==> config.mk <==
export PLATFORM = sky130hd
export DESIGN_NAME = cmc_ram
export DESIGN_NICKNAME = d
export VERILOG_FILES = /design/src/cmc_ram.sv
export SDC_FILE = /design/constraint.sdc
export NUM_CORES = 1
export LEC_CHECK = 0
export BUFFER_PORTS_ARGS = -buffer_cell sky130_fd_sc_hd__buf_2
export CAP_MARGIN = 30
export CORE_ASPECT_RATIO = 1.75
export CORE_MARGIN = 8
export CORE_UTILIZATION = 57
export CTS_CLUSTER_SIZE = 20
export DETAILED_ROUTE_END_ITERATION = 6
export GPL_TIMING_DRIVEN = 0
export PLACE_DENSITY_LB_ADDON = 0.15
export SYNTH_ARGS = -nofsm -noshare
export SYNTH_HDL_FRONTEND = slang
export SYNTH_SLANG_ARGS = --single-unit
==> constraint.sdc <==
create_clock -name clk -period 2.3 [get_ports clk]
set_input_delay 0.23 -clock clk [delete_from_list [all_inputs] [get_ports clk]]
set_output_delay 0.23 -clock clk [all_outputs]
set_load 0.01 [all_outputs]
==> src/cmc_ram.sv <==
module cmc_ram #(
  parameter int WIDTH = 8,
  parameter int DEPTH = 4
) (
  input  logic                     clk,
  input  logic                     we,
  input  logic [$clog2(DEPTH)-1:0] waddr,
  input  logic [WIDTH-1:0]         wdata,
  input  logic [$clog2(DEPTH)-1:0] raddr,
  output logic [WIDTH-1:0]         rdata
);

  logic [WIDTH-1:0] mem [DEPTH];

  // one write port, registered read port
  always_ff @(posedge clk) begin
    if (we) begin
      mem[waddr] <= wdata;
    end
    rdata <= mem[raddr];
  end

endmodule

==> results.cfg, run 1 <==
[finish]
drive_above_1_share_pct = 45.7
finalInstanceArea_sq_um = 1610
fin_nets = 95
area_delta_synth_final_pct = 19.5
antennaDiodeCount = 0

[clock_network]
postCtsResizedCells = 0
cts_tree = yes
post_cts_buffers = 0
cts.reportedPaths.clkPinSlew_ps = 70
clock_sinks = 40
hold_buffers = 0
cts_max_level = 2
clock_latency_ps = 290
root_buffer = clkbuf_8
clock_path_buffers = 2
numCtsBuffers = 5

[place]
placed_cell_area_sq_um = 1480
post-dp-hpwl_mm = 1.40
place_congestion = 0.656
portBuffers = 19

[sta]
finalMaxSlewViolations = 0
max_clock_freq_ghz = 0.806
period_share_pct = 54.0
worstMarginPinSlew_ps = 740
final-hold-violation-count = 0
final-setup-viol-count = 0
final.setup.tns_ps = 0
relSlewSlack_pct = 50.6
skew_ps = 9.05
rsz0062_at_grt = false
finalCriticalPeriod_ps = 1240

[worst_setup_path]
reg2reg_depth = 1
path_cells = buf_2 -> nor3b_1 -> buf_4
rr_endpoint = rdata[0]$_DFF_P_
rrSetupSlack_ps = 1330
endpoint_kind = flip-flop
path_class = in -> reg
cp.arrival_ps = 1240
path_buf_inv = 2
max_stage_delay_ps = 620
start_kind = input pin
worstReg2RegStart = mem[3][0]$_DFFE_PP_
crit_slowest_cell = nor3b_1
crit_fanout = 5
cpLargestDelayFamily = simple AND/OR/NAND/NOR gates
cp.required_ps = 2300

[hold_path]
whs_endpoint = mem[1][5]$_DFFE_PP_
hold_depth = 1
hold_path_startpoint = wdata[5]
hp-class = in -> reg

[pwr]
p_seq_share_pct = 53.4
peakVddDrop_uv = 984
p_clk_share_pct = 41.4
swShare_pct = 17.2
comb_power_share_pct = 5.2
power_uw = 1560
p_sw_uw = 269
powerDensity_nw_per_um2 = 969
leakagePower_uw = 0.000588
internal-power_uw = 1290

[route]
wl_mm = 1.95
drc = 0
vias = 605
post_drt_via_cell_ratio = 5.71
first_pass_iters = 3
drtIter0Drc = 10
wl_per_cell_um = 18.4
ant_nets = 0

[floorplan]
start_util_pct = 59.3
fp.dieH_um = 80.4
rows = 23
die_w_um = 52.8
io_pins = 22
die_area_sq_um = 4240
core-area_sq_um = 2270

[global_route]
grt-busiest-layer = met2
grtUsageTotal_pct = 11.0
grt_pass1_wl_mm = 3.16
grtUsageMet1_pct = 10.4
antenna_found_initial = 0
met3_usage_pct = 6.84
grt_pass1_vias = 690
grt_start_max_net_pins = 13
grt.overflow.total = 0
grtUsageMet2_pct = 17.1

[outcome]
status = finished clean

[logic_synthesis]
avgSynthCellArea_sq_um = 25.0
synth_top_family_by_area = multiplexers
synthCells = 54
netlist_area_sq_um = 1350
yosys.area_share.simple_pct = 2.32
synth_seq_cells = 40
synth.area.mux_share_pct = 13.4
synth_nets = 68
synthAdderAreaFrac_pct = 0
ys_types = 8
synth_compound_area_share_pct = 0
synthXorXnorAreaFrac_pct = 0
yosys_warnings = 0
synth-seq-area-share_pct = 83.1

[flow_run]
drv_cap = 0
cell usage in the layout, fill, tap and decap left out:
cell | synthesis | final
and3_1 | 1 | 1
buf_6 | 1 | 1
dfxtp_1 | 8 | 8
and3b_1 | 2 | 2
mux4_2 | 8 | 8
clkbuf_2 | 1 | 1
clkbuf_8 | 0 | 5
buf_4 | 0 | 1
edfxtp_1 | 32 | 32
bufinv_16 | 0 | 2
nor3b_1 | 1 | 1
buf_2 | 0 | 19
cells in the mapped netlist (all sizes together):
library cell  count  area share, %
mux4              8             13
edfxtp           32             71
and3              1           0.46
and3b             2            1.3
nor3b             1           0.56
buf               1           0.83
clkbuf            1           0.37
dfxtp             8             12
per-stage QoR:
| step | util [%] | cells | hold WS (ps) | setup slack [ps] |
|---|---|---|---|---|
| global placement | 64.9 | 98 | 439 | 412 |
| floorplan | - | 54 | 329 | 1010 |
| CTS | 70.9 | 106 | 140 | 1030 |
| global route | 70.9 | 106 | 140 | 947 |
| finish | 70.9 | 106 | 154 | 1060 |
| detailed placement | 65.2 | 99 | 449 | 717 |
flip-flops by register name (all words and copies together) (netlist names):
| signal | count |
|---|---|
| mem | 32 |
| rdata | 8 |
routing by layer:
layer | wire length (um) | vias up
met1 | 753 | 302
li1 | - | 276
met4 | 40 | 0
met3 | 164 | 4
met2 | 989 | 23
met5 | 0 | -
final cells by class:
| class | count | area (sq um) |
|---|---|---|
| sequential | 40 | 1120 |
| fill | 139 | 662 |
| multi-input combinational | 12 | 211 |
| timing repair buffer | 20 | 103 |
| clock buffer | 5 | 68.8 |
| clock inverter | 2 | 60.1 |
| tap | 25 | 31.3 |
| buffer | 2 | 16.3 |
cell families (layout without fill, tap and decap cells):
kind of cell	count (synthesis)	after routing
DFF	40	40
buffers and inverters	2	29
and+or+nand+nor	4	4
muxes	8	8
worst max path at each step:
stage              from                   to  cells after the start
2_1_floorplan  waddr[0]  mem[0][0]$_DFFE_PP_                      1
6_report       waddr[0]  mem[0][2]$_DFFE_PP_                      3
3_5_place_dp   waddr[0]  mem[0][3]$_DFFE_PP_                      3
4_1_cts        waddr[0]  mem[0][2]$_DFFE_PP_                      3
3_3_place_gp   waddr[0]  mem[0][3]$_DFFE_PP_                      2
5_1_grt        waddr[0]  mem[0][1]$_DFFE_PP_                      3
power by group through the flow:
stage	Clock (uW)	Sequential (uW)	Combinational, uW
finish	647	833	81.2
global route	688	837	88.7
CTS	665	834	83.6
detailed placement	0	850	83.8
global placement	0	847	80.9
floorplan	0	855	37.3
Note: power is estimated with default switching activity, not from simulation.
==> inputs of run 2 (changes only) <==
--- a/config.mk
+++ b/config.mk
@@ -5,11 +5,12 @@
 export SDC_FILE = /design/constraint.sdc
 export NUM_CORES = 1
 export LEC_CHECK = 0
+export ABC_AREA = 1
 export BUFFER_PORTS_ARGS = -buffer_cell sky130_fd_sc_hd__buf_2
 export CAP_MARGIN = 30
 export CORE_ASPECT_RATIO = 1.75
 export CORE_MARGIN = 8
-export CORE_UTILIZATION = 57
+export CORE_UTILIZATION = 49
 export CTS_CLUSTER_SIZE = 20
 export DETAILED_ROUTE_END_ITERATION = 6
 export GPL_TIMING_DRIVEN = 0
==> constraint.sdc (replaced) <==
create_clock -name clk -period 1.05 [get_ports clk]
set_input_delay 0.105 -clock clk [delete_from_list [all_inputs] [get_ports clk]]
set_output_delay 0.105 -clock clk [all_outputs]
set_load 0.01 [all_outputs]
==> run 2 against run 1 <==
- first-iteration DRC count grew to 3.5 times the previous value
- critical path depth unchanged
- sequential share of layout area is 7.9 points lower
- die area rose by 25%
- power up 92%
- via count rose by 61%
- critical path type unchanged
- setup slack lost 1000 ps
- highest routed layer unchanged
- combinational power rose to 3.1 times the previous value
- clock skew decreased by 6.6 ps
==> results.cfg, run 2 <==
[place]
post-dp-hpwl_mm = 1.97
dp.cells = 205
placed_cell_area_sq_um = 1720
portBuffers = 19
place_congestion = 0.721
pre_cts_slack_ps = -453

[hold_path]
hp-class = in -> reg
hold_depth = 1
hold_path_startpoint = wdata[0]
whs_endpoint = mem[0][0]$_DFFE_PP_

[floorplan]
start_util_pct = 50.3
rows = 27
io_pins = 22
die_area_sq_um = 5280
core-area_sq_um = 3070
die_w_um = 58.5
fp.dieH_um = 90.3

[finish]
drive_above_1_share_pct = 21.8
antennaDiodeCount = 0
largest_register = mem
fin_nets = 183
largestRegisters = mem: 32 flops, rdata: 8 flops
largest_register_ffs = 32
final_common_cell = nand2_1
finalNonFillerCells = 213
finalInstanceArea_sq_um = 1820
layout_common_cells = 40 x nand2_1, 36 x inv_1, 32 x edfxtp_1
area_delta_synth_final_pct = 17.5

[clock_network]
hold_buffers = 0
root_buffer = clkbuf_8
numCtsBuffers = 5
cts.reportedPaths.clkPinSlew_ps = 70
cts_max_level = 2
clock_path_buffers = 2
clock_latency_ps = 280
cts_tree = yes
postCtsResizedCells = 3
clock_sinks = 40
post_cts_buffers = 0

[pwr]
powerDensity_nw_per_um2 = 1650
peakVddDrop_uv = 1250
leakagePower_uw = 0.000856

[flow_run]
drv_cap = 0

[global_route]
grtUsageTotal_pct = 12.0
grt_pass1_wl_mm = 4.58
grt.overflow.total = 0
grt_start_max_net_pins = 13
antenna_found_initial = 0
grt_pass1_vias = 996

[logic_synthesis]
async_flop_share_pct = 0
synth_ff_type = edfxtp_1
yosys_warnings = 0
synth_nets = 155
synth_top_area_share_pct = 62.1
synth-seq-area-share_pct = 72.4
ys_types = 10
synth_seq_cells = 40
ys_top_cells_by_area = edfxtp_1 62%, dfxtp_1 10%, nand2_1 9.7%, inv_1 8.7%, nand3_1 5.2%
synthCells = 141
avgSynthCellArea_sq_um = 11.0
yosysMostFrequentCell = nand2_1
netlist_area_sq_um = 1550
yosysTopAreaCell = edfxtp_1
synth_commonest_cells = 40 x nand2_1, 36 x inv_1, 32 x edfxtp_1
synth_edf_count = 32

[sta]
worst_slack_ps = 34.3
finalMaxSlewViolations = 0
final-setup-viol-count = 0
final.setup.tns_ps = 0
whs_ps = 33.5
period_share_pct = 96.7
skew_ps = 2.46
relSlewSlack_pct = 49.3
rsz0062_at_grt = true
worstMarginPinSlew_ps = 756
finalCriticalPeriod_ps = 1020
max_clock_freq_ghz = 0.985
final-hold-violation-count = 0

[worst_setup_path]
max_stage_delay_ps = 620
path_buf_inv = 2
crit_path_start = waddr[0]
path_class = in -> reg
crit_slowest_cell = nor3_2
start_kind = input pin
reg2reg_depth = 4
rr_endpoint = rdata[3]$_DFF_P_
cp.required_ps = 960
worstReg2RegStart = mem[1][3]$_DFFE_PP_
rrSetupSlack_ps = 320
crit_fanout = 8
cpLargestDelayFamily = simple AND/OR/NAND/NOR gates
path_cells = buf_2 -> inv_1 -> nor3_2
crit_cells = 3
endpoint_kind = flip-flop
cp.arrival_ps = 930

[route]
drtIter0Drc = 35
vias = 972
post_drt_via_cell_ratio = 4.56
wl_per_cell_um = 13.2
wl_mm = 2.81
drc = 0
first_pass_iters = 4
ant_nets = 0

[outcome]
status = finished clean
==> run 2: changes by cell type after synthesis, moves of 2 or more <==
cell / before / now
inv_1: 0 / 36
nand2_1: 0 / 40
mux4_2: 8 / 0
and3b_1: 2 / 0
nand3_1: 0 / 16
nor3_1: 0 / 4
==> run 2: logic make-up (layout without fill, tap and decap cells) <==
logic type / count (synthesis) / in the layout / share of synthesized area [%]
simple gates: 60 / 60 / 16.2
buf+inv: 41 / 70 / 11.4
flops: 40 / 40 / 72.4
==> run 2: routing by layer <==
metal | vias up | global-route usage [%] | part of all wire, %
met2 | 30 | 21.1 | 55
li1 | 492 | - | -
met3 | 4 | 5.28 | 6.7
met4 | 0 | 6.17 | 1.5
met5 | - | 0 | 0
met1 | 446 | 10.9 | 37
==> run 2: cell type report <==
type	count	area [sq um]
sequential	40	1120
fill	259	1260
clock buffer	5	68.8
timing repair buffer	21	108
inverter	37	141
buffer	4	35.0
clock inverter	3	13.8
multi-input combinational	60	277
tap	43	53.8
==> run 2: worst max path at each step <==
| stage | endpoint | slack, ps |
|---|---|---|
| after CTS | mem[1][4]$_DFFE_PP_ | 20 |
| after global placement | mem[2][5]$_DFFE_PP_ | -690 |
| final | mem[1][4]$_DFFE_PP_ | 30 |
| after global routing | mem[1][1]$_DFFE_PP_ | -10 |
| after detailed placement | mem[0][5]$_DFFE_PP_ | -450 |
| after floorplan | mem[2][0]$_DFFE_PP_ | -110 |
==> run 2: stage by stage <==
stage | power [uW] | util, %
after floorplan | 2000 | -
after detailed placement | 2110 | 55.9
after global routing | 3150 | 59.1
after CTS | 3030 | 59.1
final | 3000 | 59.1
after global placement | 2090 | 55.5
==> run 2: power by group <==
part           switching, uW  internal (uW)
Clock                    471            450
Combinational            158           91.6
Sequential              20.7           1810
==> inputs of run 3 (changes only) <==
--- a/config.mk
+++ b/config.mk
@@ -10,11 +10,13 @@
 export CAP_MARGIN = 30
 export CORE_ASPECT_RATIO = 1.75
 export CORE_MARGIN = 8
-export CORE_UTILIZATION = 49
+export CORE_UTILIZATION = 55
+export CTS_BUF_LIST = sky130_fd_sc_hd__clkbuf_8 sky130_fd_sc_hd__clkbuf_16
 export CTS_CLUSTER_SIZE = 20
 export DETAILED_ROUTE_END_ITERATION = 6
 export GPL_TIMING_DRIVEN = 0
 export PLACE_DENSITY_LB_ADDON = 0.15
+export SLEW_MARGIN = 5
 export SYNTH_ARGS = -nofsm -noshare
 export SYNTH_HDL_FRONTEND = slang
 export SYNTH_SLANG_ARGS = --single-unit
==> constraint.sdc (replaced) <==
create_clock -name clk -period 1 [get_ports clk]
set_input_delay 0.1 -clock clk [delete_from_list [all_inputs] [get_ports clk]]
set_output_delay 0.1 -clock clk [all_outputs]
set_load 0.01 [all_outputs]
==> run 3 against run 2 <==
- clock-buffer cell count did not move
- setup slack improved by 46 ps
- largest power group unchanged
- critical path depth rose by 1
- first-iteration DRC count rose by 8.6%
- clock power rose by 2%
- die area fell by 8.5%
- register-to-register slack got worse by 40 ps
- final area fell by 0.41%
- largest cell class unchanged
- via count rose by 4.0%
- cell count fell by 7.5%
==> results.cfg, run 3 (synthesis gave the netlist of run 2 again) <==
[worst_setup_path]
path_class = in -> reg
cpLargestDelayFamily = buffers and inverters
crit_slowest_cell = nor3_2
max_stage_delay_ps = 370
rrSetupSlack_ps = 280
cp.arrival_ps = 910
path_cells = buf_2 -> inv_1 -> nor3_2 -> buf_4
crit_fanout = 5
start_kind = input pin
cp.required_ps = 990
path_buf_inv = 3
endpoint_kind = flip-flop

[place]
portBuffers = 19
place_congestion = 0.707
post-dp-hpwl_mm = 2.05

[finish]
largest_register_ffs = 32
fin_nets = 183
area_delta_synth_final_pct = 17.0
largestRegisters = mem: 32 flops, rdata: 8 flops
final_common_cell = nand2_1
multiInputGateArea_sq_um = 289
antennaDiodeCount = 0
layout_common_cells = 40 x nand2_1, 38 x inv_1, 32 x edfxtp_1
drive_above_1_share_pct = 20.6
ff_latch_area_sq_um = 1120
fill_cells = 205
largest_register = mem

[floorplan]
core-area_sq_um = 2690
start_util_pct = 57.5
io_pins = 22
die_area_sq_um = 4830
rows = 25
fp.dieH_um = 86.2
die_w_um = 56.1

[clock_network]
cts_max_level = 2
clock_path_buffers = 2
cts.reportedPaths.clkPinSlew_ps = 70
hold_buffers = 0
root_buffer = clkbuf_8
cts_tree = yes
clock_latency_ps = 280
numCtsBuffers = 5
clock_sinks = 40

[sta]
final.setup.tns_ps = 0
rsz0062_at_grt = false
finalMaxSlewViolations = 0
finalCriticalPeriod_ps = 920
worstMarginPinSlew_ps = 499
period_share_pct = 92.0
max_clock_freq_ghz = 1.09
skew_ps = 2.66
final-setup-viol-count = 0
relSlewSlack_pct = 66.6
final-hold-violation-count = 0

[global_route]
grt_pass1_vias = 1082
antenna_found_initial = 0
grt_pass1_wl_mm = 4.84
grt.overflow.total = 0
grtUsageTotal_pct = 12.9
grt_start_max_net_pins = 12

[pwr]
powerDensity_nw_per_um2 = 1730
leakagePower_uw = 0.000863
peakVddDrop_uv = 1370
power_uw = 3130

[hold_path]
hp-class = in -> reg

[route]
drtIter0Drc = 38
first_pass_iters = 4
vias = 1011
ant_nets = 0
wl_mm = 2.87
wl_per_cell_um = 14.5
drc = 0
post_drt_via_cell_ratio = 5.13

[outcome]
status = finished clean

[flow_run]
drv_cap = 0
-- run 3: repair_timing --
action | 4_1_cts | 5_1_grt
resized for setup | 2 | 3
pin swaps | 0 | 0
buffers inserted | 0 | 0
endpoints found under the setup margin | 26 | 16
-- run 3: final timing paths --
kind                       start                   to  cells after the start
max                           we  mem[0][0]$_DFFE_PP_                      4
min                     wdata[2]  mem[0][2]$_DFFE_PP_                      1
max reg2reg  mem[1][3]$_DFFE_PP_     rdata[3]$_DFF_P_                      4
min reg2reg  mem[0][0]$_DFFE_PP_     rdata[0]$_DFF_P_                      4
-- run 3: worst reg2reg max path, delay by kind of cell, from the launching register on --
family | cells | cell delay (ps)
buffers and inverters | 1 | 60
DFF | 1 | 360
and+or+nand+nor | 3 | 190
-- run 3: layer usage --
metal	track usage [%]	share of wire, %	vias up
met5	0	0	-
met4	5.93	1.5	0
met3	4.98	6.9	4
met2	23.2	55	30
met1	12.4	37	479
li1	-	-	498
-- run 3: final cells by class --
class,count,share of cell area [%]
Timing Repair Buffer,21,6.08
Clock inverter,3,0.622
Tap cell,27,1.87
Sequential cell,40,61.9
Inverter,37,7.81
Clock buffer,5,3.80
Buffer,4,1.94
Multi-Input combinational cell,60,16.0
-- run 3: where the power goes --
group / leakage, uW / total (uW) / internal (uW) / switching [uW]
Combinational: 0.000454 / 268 / 98.7 / 170
Clock: 0.0000482 / 940 / 464 / 476
Sequential: 0.000361 / 1920 / 1900 / 22.2
Total: 0.000863 / 3130 / 2460 / 668
-- run 3: metrics by stage --
| step | utilization, % | std cells | hold slack (ps) | area [sq um] | setup WS [ps] |
|---|---|---|---|---|---|
| 6_report | 67.3 | 197 | 31.4 | 1810 | 80.0 |
| 3_3_place_gp | 62.7 | 187 | 307 | 1690 | -707 |
| 4_1_cts | 66.6 | 197 | 20.2 | 1790 | -38.0 |
| 5_1_grt | 67.3 | 197 | 27.1 | 1810 | 7.41 |
| 2_1_floorplan | - | 141 | 199 | 1560 | -158 |
| 3_5_place_dp | 63.3 | 189 | 315 | 1700 | -502 |
